===== config.mk =====
export PLATFORM = sky130hd
export DESIGN_NAME = hsv_to_rgb_converter_unit_flat
export DESIGN_NICKNAME = d
export VERILOG_FILES = /design/src/design/hsvc_pkg.sv /design/src/design/hsvc_if.sv /design/src/design/hsv_to_rgb_converter_unit.sv /design/src/flat_wrapper.sv
export SDC_FILE = /design/constraint.sdc
export NUM_CORES = 1
export LEC_CHECK = 0
export ABC_AREA = 1
export ABC_CLOCK_PERIOD_IN_PS = 9400
export BUFFER_PORTS_ARGS = -buffer_cell sky130_fd_sc_hd__buf_2
export CAP_MARGIN = 20
export CORE_MARGIN = 2
export CORE_UTILIZATION = 55
export DETAILED_ROUTE_END_ITERATION = 12
export PLACE_DENSITY = 0.81
export SYNTH_ARGS = -nofsm -noshare
export SYNTH_HDL_FRONTEND = slang
export SYNTH_SLANG_ARGS = --single-unit

===== constraint.sdc =====
create_clock -name clock -period 9.4 [get_ports clock]
set_input_delay 1.88 -clock clock [delete_from_list [all_inputs] [get_ports clock]]
set_output_delay 1.88 -clock clock [all_outputs]
set_load 0.005 [all_outputs]

===== src/design/hsvc_pkg.sv =====
// ----------------------------------------------------------------------------
// hsvc_pkg
// Shared widths and sector codes for the HSV to RGB converter.
// ----------------------------------------------------------------------------
package hsvc_pkg;

   localparam int HUE_BITS_DEF     = 16;
   localparam int CHANNEL_BITS_DEF = 8;

   // colour wheel sector, from hue * 6
   typedef enum logic [2:0] {
      SEC_RED_YEL = 3'd0,
      SEC_YEL_GRN = 3'd1,
      SEC_GRN_CYN = 3'd2,
      SEC_CYN_BLU = 3'd3,
      SEC_BLU_MAG = 3'd4,
      SEC_MAG_RED = 3'd5
   } sector_type;

endpackage


===== src/design/hsvc_if.sv =====
// ----------------------------------------------------------------------------
// hsvc_req_if / hsvc_rsp_if
// Valid/ready channels carrying HSV words in and RGB words out.
// ----------------------------------------------------------------------------
interface hsvc_req_if #(
   parameter int HUE_BITS     = hsvc_pkg::HUE_BITS_DEF,
   parameter int CHANNEL_BITS = hsvc_pkg::CHANNEL_BITS_DEF
);
   logic                    valid;
   logic                    ready;
   logic [HUE_BITS-1:0]     hue;
   logic [CHANNEL_BITS-1:0] saturation;
   logic [CHANNEL_BITS-1:0] brightness;

   modport source (output valid, output hue, output saturation, output brightness,
                   input ready);
   modport sink   (input valid, input hue, input saturation, input brightness,
                   output ready);
endinterface

interface hsvc_rsp_if #(
   parameter int CHANNEL_BITS = hsvc_pkg::CHANNEL_BITS_DEF
);
   logic                    valid;
   logic                    ready;
   logic [CHANNEL_BITS-1:0] red;
   logic [CHANNEL_BITS-1:0] green;
   logic [CHANNEL_BITS-1:0] blue;

   modport source (output valid, output red, output green, output blue, input ready);
   modport sink   (input valid, input red, input green, input blue, output ready);
endinterface


===== src/design/hsv_to_rgb_converter_unit.sv =====
// ----------------------------------------------------------------------------
// hsv_to_rgb_converter_unit
// Five-stage pipelined HSV to RGB colour conversion, exact integer floors.
// ----------------------------------------------------------------------------
//  channel   | dir | handshake            | word
//  req_port  | in  | valid/ready          | hue, saturation, brightness
//  rsp_port  | out | valid/ready          | red, green, blue
//
//  One word per cycle sustained while rsp_port ready stays high.
//  Stages: hue*6, s*f, level numerators with v*(M-s), v*level, divide by M
//  and sector routing into the output register.
//  Reset (synchronous) clears the stage valid bits only.
//  A stall backs up stage by stage; empty stages still fill, so req ready
//  drops only when every stage holds a word.
// ----------------------------------------------------------------------------
module hsv_to_rgb_converter_unit #(
   parameter int HUE_BITS     = hsvc_pkg::HUE_BITS_DEF,
   parameter int CHANNEL_BITS = hsvc_pkg::CHANNEL_BITS_DEF
) (
   input  logic         clock,
   input  logic         reset,
   hsvc_req_if.sink     req_port,
   hsvc_rsp_if.source   rsp_port
);
   import hsvc_pkg::*;

   localparam int H    = HUE_BITS;
   localparam int C    = CHANNEL_BITS;
   localparam int NSTG = 5;
   localparam logic [C-1:0]   CH_MAX  = {C{1'b1}};
   localparam logic [C:0]     TWO_MAX = {CH_MAX, 1'b0};
   localparam logic [C+H-1:0] FULL    = {CH_MAX, {H{1'b0}}};

   function automatic logic [C-1:0] div_max(input logic [2*C-1:0] x);
      logic [C-1:0] hi;
      logic [C:0]   rem;
      hi  = x[2*C-1:C];
      rem = {1'b0, x[C-1:0]} + {1'b0, hi};
      return hi + C'(rem >= {1'b0, CH_MAX}) + C'(rem >= TWO_MAX);
   endfunction

   logic [NSTG-1:0] vld_ff;
   logic [NSTG-1:0] adv;

   // stage 1
   logic [H+2:0]   h6_in;
   sector_type     sec1_ff;
   logic [H-1:0]   f1_ff;
   logic [C-1:0]   s1_ff, v1_ff;
   // stage 2
   sector_type     sec2_ff;
   logic [C+H-1:0] sf2_ff;
   logic [C-1:0]   ms2_ff, v2_ff;
   // stage 3
   sector_type     sec3_ff;
   logic [C+H-1:0] aq3_ff, at3_ff;
   logic [2*C-1:0] pn3_ff;
   logic [C-1:0]   v3_ff;
   // stage 4
   logic [2*C+H-1:0] nq_in, nt_in;
   sector_type     sec4_ff;
   logic [2*C-1:0] xq4_ff, xt4_ff, xp4_ff;
   logic [C-1:0]   v4_ff;
   // stage 5
   logic [C-1:0]   p_in, q_in, t_in;
   logic [C-1:0]   red_in, green_in, blue_in;
   logic [C-1:0]   red_ff, green_ff, blue_ff;

   always_comb begin
      adv[NSTG-1] = !vld_ff[NSTG-1] || rsp_port.ready;
      for (int k = NSTG - 2; k >= 0; k--) begin
         adv[k] = !vld_ff[k] || adv[k+1];
      end
   end

   always_ff @(posedge clock) begin
      if (reset) begin
         vld_ff <= '0;
      end else begin
         if (adv[0]) begin
            vld_ff[0] <= req_port.valid;
         end
         for (int k = 1; k < NSTG; k++) begin
            if (adv[k]) begin
               vld_ff[k] <= vld_ff[k-1];
            end
         end
      end
   end

   assign h6_in = ((H+3)'(req_port.hue) << 2) + ((H+3)'(req_port.hue) << 1);

   always_ff @(posedge clock) begin
      if (adv[0]) begin
         sec1_ff <= sector_type'(h6_in[H+2:H]);
         f1_ff   <= h6_in[H-1:0];
         s1_ff   <= req_port.saturation;
         v1_ff   <= req_port.brightness;
      end
   end

   always_ff @(posedge clock) begin
      if (adv[1]) begin
         sec2_ff <= sec1_ff;
         sf2_ff  <= (C+H)'(s1_ff) * (C+H)'(f1_ff);
         ms2_ff  <= CH_MAX - s1_ff;
         v2_ff   <= v1_ff;
      end
   end

   always_ff @(posedge clock) begin
      if (adv[2]) begin
         sec3_ff <= sec2_ff;
         aq3_ff  <= FULL - sf2_ff;
         at3_ff  <= {ms2_ff, {H{1'b0}}} + sf2_ff;
         pn3_ff  <= (2*C)'(v2_ff) * (2*C)'(ms2_ff);
         v3_ff   <= v2_ff;
      end
   end

   assign nq_in = (2*C+H)'(v3_ff) * (2*C+H)'(aq3_ff);
   assign nt_in = (2*C+H)'(v3_ff) * (2*C+H)'(at3_ff);

   always_ff @(posedge clock) begin
      if (adv[3]) begin
         sec4_ff <= sec3_ff;
         xq4_ff  <= nq_in[2*C+H-1:H];
         xt4_ff  <= nt_in[2*C+H-1:H];
         xp4_ff  <= pn3_ff;
         v4_ff   <= v3_ff;
      end
   end

   assign p_in = div_max(xp4_ff);
   assign q_in = div_max(xq4_ff);
   assign t_in = div_max(xt4_ff);

   always_comb begin
      case (sec4_ff)
         SEC_RED_YEL: begin red_in = v4_ff; green_in = t_in;  blue_in = p_in;  end
         SEC_YEL_GRN: begin red_in = q_in;  green_in = v4_ff; blue_in = p_in;  end
         SEC_GRN_CYN: begin red_in = p_in;  green_in = v4_ff; blue_in = t_in;  end
         SEC_CYN_BLU: begin red_in = p_in;  green_in = q_in;  blue_in = v4_ff; end
         SEC_BLU_MAG: begin red_in = t_in;  green_in = p_in;  blue_in = v4_ff; end
         default:     begin red_in = v4_ff; green_in = p_in;  blue_in = q_in;  end
      endcase
   end

   always_ff @(posedge clock) begin
      if (adv[4]) begin
         red_ff   <= red_in;
         green_ff <= green_in;
         blue_ff  <= blue_in;
      end
   end

   assign req_port.ready = adv[0];
   assign rsp_port.valid = vld_ff[NSTG-1];
   assign rsp_port.red   = red_ff;
   assign rsp_port.green = green_ff;
   assign rsp_port.blue  = blue_ff;

   a_accept_fills : assert property (@(posedge clock) disable iff (reset)
      req_port.valid && req_port.ready |=> vld_ff[0])
      else $error("accepted word not captured in first stage");

   a_ready_full : assert property (@(posedge clock) disable iff (reset)
      !req_port.ready |-> (&vld_ff))
      else $error("input stalled while a stage is empty");

   a_levels_bounded : assert property (@(posedge clock) disable iff (reset)
      vld_ff[3] |-> (p_in <= v4_ff) && (q_in <= v4_ff) && (t_in <= v4_ff))
      else $error("level exceeds brightness");

   a_grey_held : assert property (@(posedge clock) disable iff (reset)
      vld_ff[1] && (ms2_ff == CH_MAX) && adv[2] |=> (pn3_ff == (2*C)'(v3_ff) * (2*C)'(CH_MAX)))
      else $error("zero saturation level wrong");

endmodule


===== src/flat_wrapper.sv =====
// flat-port wrapper written by rule: the top's interface ports become plain ports
module hsv_to_rgb_converter_unit_flat import hsvc_pkg::*;
#(
   parameter int HUE_BITS     = hsvc_pkg::HUE_BITS_DEF,
   parameter int CHANNEL_BITS = hsvc_pkg::CHANNEL_BITS_DEF
)
  (clock, reset, req_port_valid, req_port_hue, req_port_saturation, req_port_brightness, req_port_ready, rsp_port_valid, rsp_port_red, rsp_port_green, rsp_port_blue, rsp_port_ready);
  hsvc_req_if #(.HUE_BITS(HUE_BITS), .CHANNEL_BITS(CHANNEL_BITS)) req_port_i ();
  hsvc_rsp_if #(.CHANNEL_BITS(CHANNEL_BITS)) rsp_port_i ();
  input  logic clock;
  input  logic reset;
  input wire logic [$bits(req_port_i.valid)-1:0] req_port_valid;
  input wire logic [$bits(req_port_i.hue)-1:0] req_port_hue;
  input wire logic [$bits(req_port_i.saturation)-1:0] req_port_saturation;
  input wire logic [$bits(req_port_i.brightness)-1:0] req_port_brightness;
  output wire logic [$bits(req_port_i.ready)-1:0] req_port_ready;
  output wire logic [$bits(rsp_port_i.valid)-1:0] rsp_port_valid;
  output wire logic [$bits(rsp_port_i.red)-1:0] rsp_port_red;
  output wire logic [$bits(rsp_port_i.green)-1:0] rsp_port_green;
  output wire logic [$bits(rsp_port_i.blue)-1:0] rsp_port_blue;
  input wire logic [$bits(rsp_port_i.ready)-1:0] rsp_port_ready;
  assign req_port_i.valid = req_port_valid;
  assign req_port_i.hue = req_port_hue;
  assign req_port_i.saturation = req_port_saturation;
  assign req_port_i.brightness = req_port_brightness;
  assign req_port_ready = req_port_i.ready;
  assign rsp_port_valid = rsp_port_i.valid;
  assign rsp_port_red = rsp_port_i.red;
  assign rsp_port_green = rsp_port_i.green;
  assign rsp_port_blue = rsp_port_i.blue;
  assign rsp_port_i.ready = rsp_port_ready;
  hsv_to_rgb_converter_unit #(.HUE_BITS(HUE_BITS), .CHANNEL_BITS(CHANNEL_BITS)) u_core (.clock(clock), .reset(reset), .req_port(req_port_i), .rsp_port(rsp_port_i));
endmodule

# Word-level counts from Yosys, hierarchy flattened
# Cells that the tools add are included.
[classes]
n_addsub = 13
multipliers = 4
n_lt_le_gt_ge = 6
n_eq_ne = 4
muxes = 3
reduce_logical = 15
[ops]
columns = ["operator", "count"]
rows = [
  ["$pmux W8 S3", 3],
  ["$mul A8 B24 Y32", 2],
  ["$add A8 B1 Y8", 6],
  ["$add A8 B8 Y9", 3],
  ["$ge A9 B8 Y1 const B", 3],
  ["$ge A9 B9 Y1 const B", 3],
  ["$add A24 B24 Y24", 1],
  ["$mul A8 B16 Y24", 1],
  ["$sub A24 B24 Y24 const A", 1],
  ["$add A18 B17 Y19", 1],
  ["$mul A8 B8 Y16", 1],
  ["$reduce_or A2 Y1", 4],
  ["$sub A8 B8 Y8 const A", 1],
  ["$eq A3 B2 Y1 const B", 2],
  ["$logic_not A1 Y1", 5],
  ["$logic_or A1 B1 Y1", 5],
  ["$eq A3 B1 Y1 const B", 1],
  ["$eq A3 B3 Y1 const B", 1],
  ["$logic_not A3 Y1", 1],
]
[totals]
ff_bits = 241
input_bits = 36
output_inout_bits = 26
elab_cells = 71

# Longest topological paths before layout
[logic_depth]
ltp_word = 6
depth_mapped = 23
ltp_nobuf = 21

# Least setup slack after synthesis
# Ideal clock, no wire load.
[synth_path]
kind = "input-to-output"
startpoint = "input port rsp_port_ready"
endpoint = "output port req_port_ready"
arrival_ns = 6.343
required_time_ns = 7.520
setup_slack_ns = 1.177
stages = 8
path_buffers = 0
cell_sequence = "nor2_1 > inv_1 > nor2_1 > inv_1 > nor2_1 > inv_1 > nor2_1 > nand2_1"
[synth_between]
elab_chain_len = 5
[synth_rtl]
columns = ["element", "line", "rtl"]
rows = [
  ["from (decl)", "flat_wrapper.sv:21", "input wire logic [$bits(rsp_port_i.ready)-1:0] rsp_port_ready;"],
  ["$logic_or A1 B1 Y1", "hsv_to_rgb_converter_unit.sv:70", "adv[NSTG-1] = !vld_ff[NSTG-1] || rsp_port.ready;"],
  ["via u_core.adv[4]", "hsv_to_rgb_converter_unit.sv:43", "logic [NSTG-1:0] adv;"],
  ["$logic_or A1 B1 Y1", "hsv_to_rgb_converter_unit.sv:72", "adv[k] = !vld_ff[k] || adv[k+1];"],
  ["via u_core.adv[3]", "hsv_to_rgb_converter_unit.sv:43", ""],
  ["$logic_or A1 B1 Y1", "hsv_to_rgb_converter_unit.sv:72", ""],
  ["via u_core.adv[2]", "hsv_to_rgb_converter_unit.sv:43", ""],
  ["$logic_or A1 B1 Y1 (2 in a row)", "hsv_to_rgb_converter_unit.sv:72", ""],
  ["to (decl)", "flat_wrapper.sv:16", "output wire logic [$bits(req_port_i.ready)-1:0] req_port_ready;"],
]
# The timed path passes the listed nets, and every way through them passes these cells.

# Final worst setup path
# Same ends and word-level chain as after synthesis.

==> results.yml <==
setup_path:
  worst_endpoint_data_arrival_time_ns: 4.43
  maximum_fanout_along_the_worst_path: 61
  worstPathCellList: "buf_2 > nor2_1 > inv_1 > nor2_1 > inv_2 > buf_4 > nor2_1 > inv_2 > nor2_1 > nand2_1 > buf_4 > buf_2"
  cp_slowest_cell: "inv_1"
  timing.reg2reg.setup_slack_ns: 4.14
  library_cell_appearing_most_often_on_the_critical_path: "nor2_1"
  crit_path_start_kind: "input port"
  reg_to_reg_critical_path_startpoint: "u_core.v3_ff[4]$_DFFE_PP_"
  critical_path_capture_point_type: "output pin"
  required_ns: 7.52
  cp_slowest_stage_delay_ns: 0.66
  crit_path_launch: "rsp_port_ready"
  worst-setup-path-type: "input port to output pin"
floorplan:
  row_count: 84
  core_sq_um: 52660
  floorplan.initialDensity_pct: 55.67
  ioPinCount: 62
  die_y_microns: 234.9
  die_width_microns: 234.9
  design.die.area_sq_um: 55160
timing:
  grt_setup_unrepaired: "no"
  report.final.slew_viol_count: 0
  maxClockFrequency_mhz: 158.4
  hold_viol: 0
  final_period_minus_worst_setup_slack_ns: 6.313
  worst_pin_slew_ns: 0.9797
  skew_ns: 0.02627
  maxSlewHeadroom_pct: 34.69
  least_setup_slack_across_all_paths_after_layout_ns: 3.087
  setup-tns-final_ns: 0
  setup_viol: 0
  finalCritPeriodShare_pct: 67.16
route:
  post-route-drc-count: 0
  routed_via_density: 5.297
  wl_per_cell_microns: 15.51
  detailedRoute.firstPassIterationCount: 6
  detailroute.via_count: 22770
  final_antenna_net_count: 0
  totalWireLength_microns: 66690
  drtIter0Drc: 1845
clock_network:
  clk_pin_slew_ns: 0.06
  cts_buffers: 25
  ctsResizeCount: 0
  clock_tree.root_cell: "clkbuf_16"
  numClockSinks: 236
  clock_tree_from_tritoncts: "built"
  cts_max_path_buffers: 3
  post_cts_hold_buffer_count: 0
  post-cts-setup-buffers: 0
  clock_latency_on_the_worst_skew_pair_ns: 0.56
  htree_levels: 1
synthesis:
  yosysTopAreaCell: "fa_1"
  netlist-cell-type-count: 55
  syn-instance-count: 3624
  ys_top_cells_by_area: "fa_1, edfxtp_1, nand2_1, inv_1, ha_1"
  synth_edf_count: 231
  post_synth_most_frequent_cells: "nand2_1, inv_1, fa_1, edfxtp_1, ha_1"
  mappedNetlistArea_sq_um: 29320
  post-synth-top-count-cell: "nand2_1"
  ys_async_sr_fraction_pct: 0
  synth_top_flop_cell: "edfxtp_1"
  synth.ff_latch_count: 236
  netlist.area_leader.share_pct: 25.40
  postSynthNetCount: 4259
  post_synth.cell_area_avg_sq_um: 8.089
  proportion_of_synthesized_chip_area_in_sequential_cells_pct: 24.00
  yosys_warnings: 0
placement:
  place_inst: 4253
  hpwlAfterDp_microns: 53330
  place.gp.congestion: 0.9559
  worst_setup_timing_slack_at_the_placement_stage_ns: 3.059
  placement.io_buffers: 61
layout:
  finalNetCount: 4227
  core_utilization_of_the_finished_layout_pct: 58.79
  area_growth_pct: 5.604
  seq_area_sq_um: 7037
  n_fill_cell: 4419
  finalNonFillerCells: 4299
  multiInputGateArea_sq_um: 18290
  antennaDiodeCount: 0
  final_layout_size_suffix_gt1_share_pct: 4.929
global_routing:
  initial_antenna_violation_count: 1
  grt_max_degree: 74
  global_route_wire_length_before_repair_microns: 111500
  grt_pass1_vias: 23330
  grt.overflow.total: 0
  gr-usage-all-layers_pct: 24.52
flow_run:
  cap_violations: 0
worst_hold_path:
  class_of_the_worst_hold_path: "flop to flop"
  timing.hold.worst.start: "u_core.sec3_ff[0]$_DFFE_PP_"
outcome:
  outcome: "complete, no violations"
==> stage by stage <==
step	hold WS, ns	instance area (sq um)
2_1_floorplan	0.4003	29320
3_3_place_gp	0.4002	30040
3_5_place_dp	0.4054	30040
4_1_cts	0.4198	30960
5_1_grt	0.4227	30960
6_report	0.4159	30960
==> layer usage <==
layer	vias up	global-route usage [%]	share of wire, %
met3	130	2.796	6.4
met2	830	44.27	51
met5	-	0	0
li1	10870	-	-
met4	0	6.770	2.4
met1	10940	31.10	41
==> state kept, by name (all words and copies together), names as in the netlist, 15 cells and up <==
register / count
u_core.aq3_ff: 22
u_core.at3_ff: 23
u_core.f1_ff: 15
u_core.pn3_ff: 16
u_core.sf2_ff: 23
u_core.xp4_ff: 16
u_core.xq4_ff: 16
u_core.xt4_ff: 16
==> worst max-delay path: cells and delay by family <==
kind,cells,cell delay (ns)
AND/OR/NAND/NOR,5,0.45
buffers and inverters,7,2.07
==> layout make-up <==
| cell class | instances | share of cell area, % |
|---|---|---|
| Tap cell | 688 | 2.781 |
| Timing Repair Buffer | 73 | 1.277 |
| Multi-Input combinational cell | 2336 | 59.08 |
| Clock buffer | 26 | 2.033 |
| Inverter | 920 | 11.15 |
| Clock inverter | 20 | 0.9417 |
| Sequential cell | 236 | 22.73 |
==> kinds of logic after synthesis <==
group / synth area share [%]
adders and majority gates: 35.09
xor gates and xnor gates: 2.629
AOI/OAI and AO/OA: 5.587
and+or+nand+nor: 19.09
DFF: 24.00
buffers and inverters: 13.60
==> path summary, 6_finish.rpt <==
kind / end / cells after the start
setup reg to reg: u_core.xq4_ff[15]$_DFFE_PP_ / 18
hold reg to reg: u_core.sec4_ff[0]$_DFFE_PP_ / 0
hold / removal: u_core.sec4_ff[0]$_DFFE_PP_ / 0
setup / recovery: req_port_ready / 12
==> layout by cell type (no fill, tap or decap), types with 4 or more instances in the layout <==
cell        synthesis  routed
nand2_1           973     973
inv_1             908     906
fa_1              372     372
edfxtp_1          231     231
ha_1              227     227
nor2_1            160     160
a21oi_1           138     138
nand3_1           120     120
o21ai_0            64      64
buf_2               4      61
xor2_1             58      58
xnor2_1            30      30
nand4_1            28      28
nor3_1             25      25
clkbuf_16           0      25
o21ai_1            15      15
a21o_1             15      15
inv_2              11      13
buf_4               1      12
o2111ai_1          11      11
nand2_2            10      10
a31oi_1             8       8
nand3b_1            7       7
o22ai_1             7       7
nor2_4              7       7
nor2_2              7       7
o21a_1              6       6
o21bai_1            6       6
bufinv_16           0       6
clkinvlp_4          0       6
nand3_2             5       5
dfxtp_1             5       5
or2_2               4       4
nor3_2              4       4
Power is not shown: default switching activity piles up to over one toggle a cycle in this logic, so the estimate is an artifact.
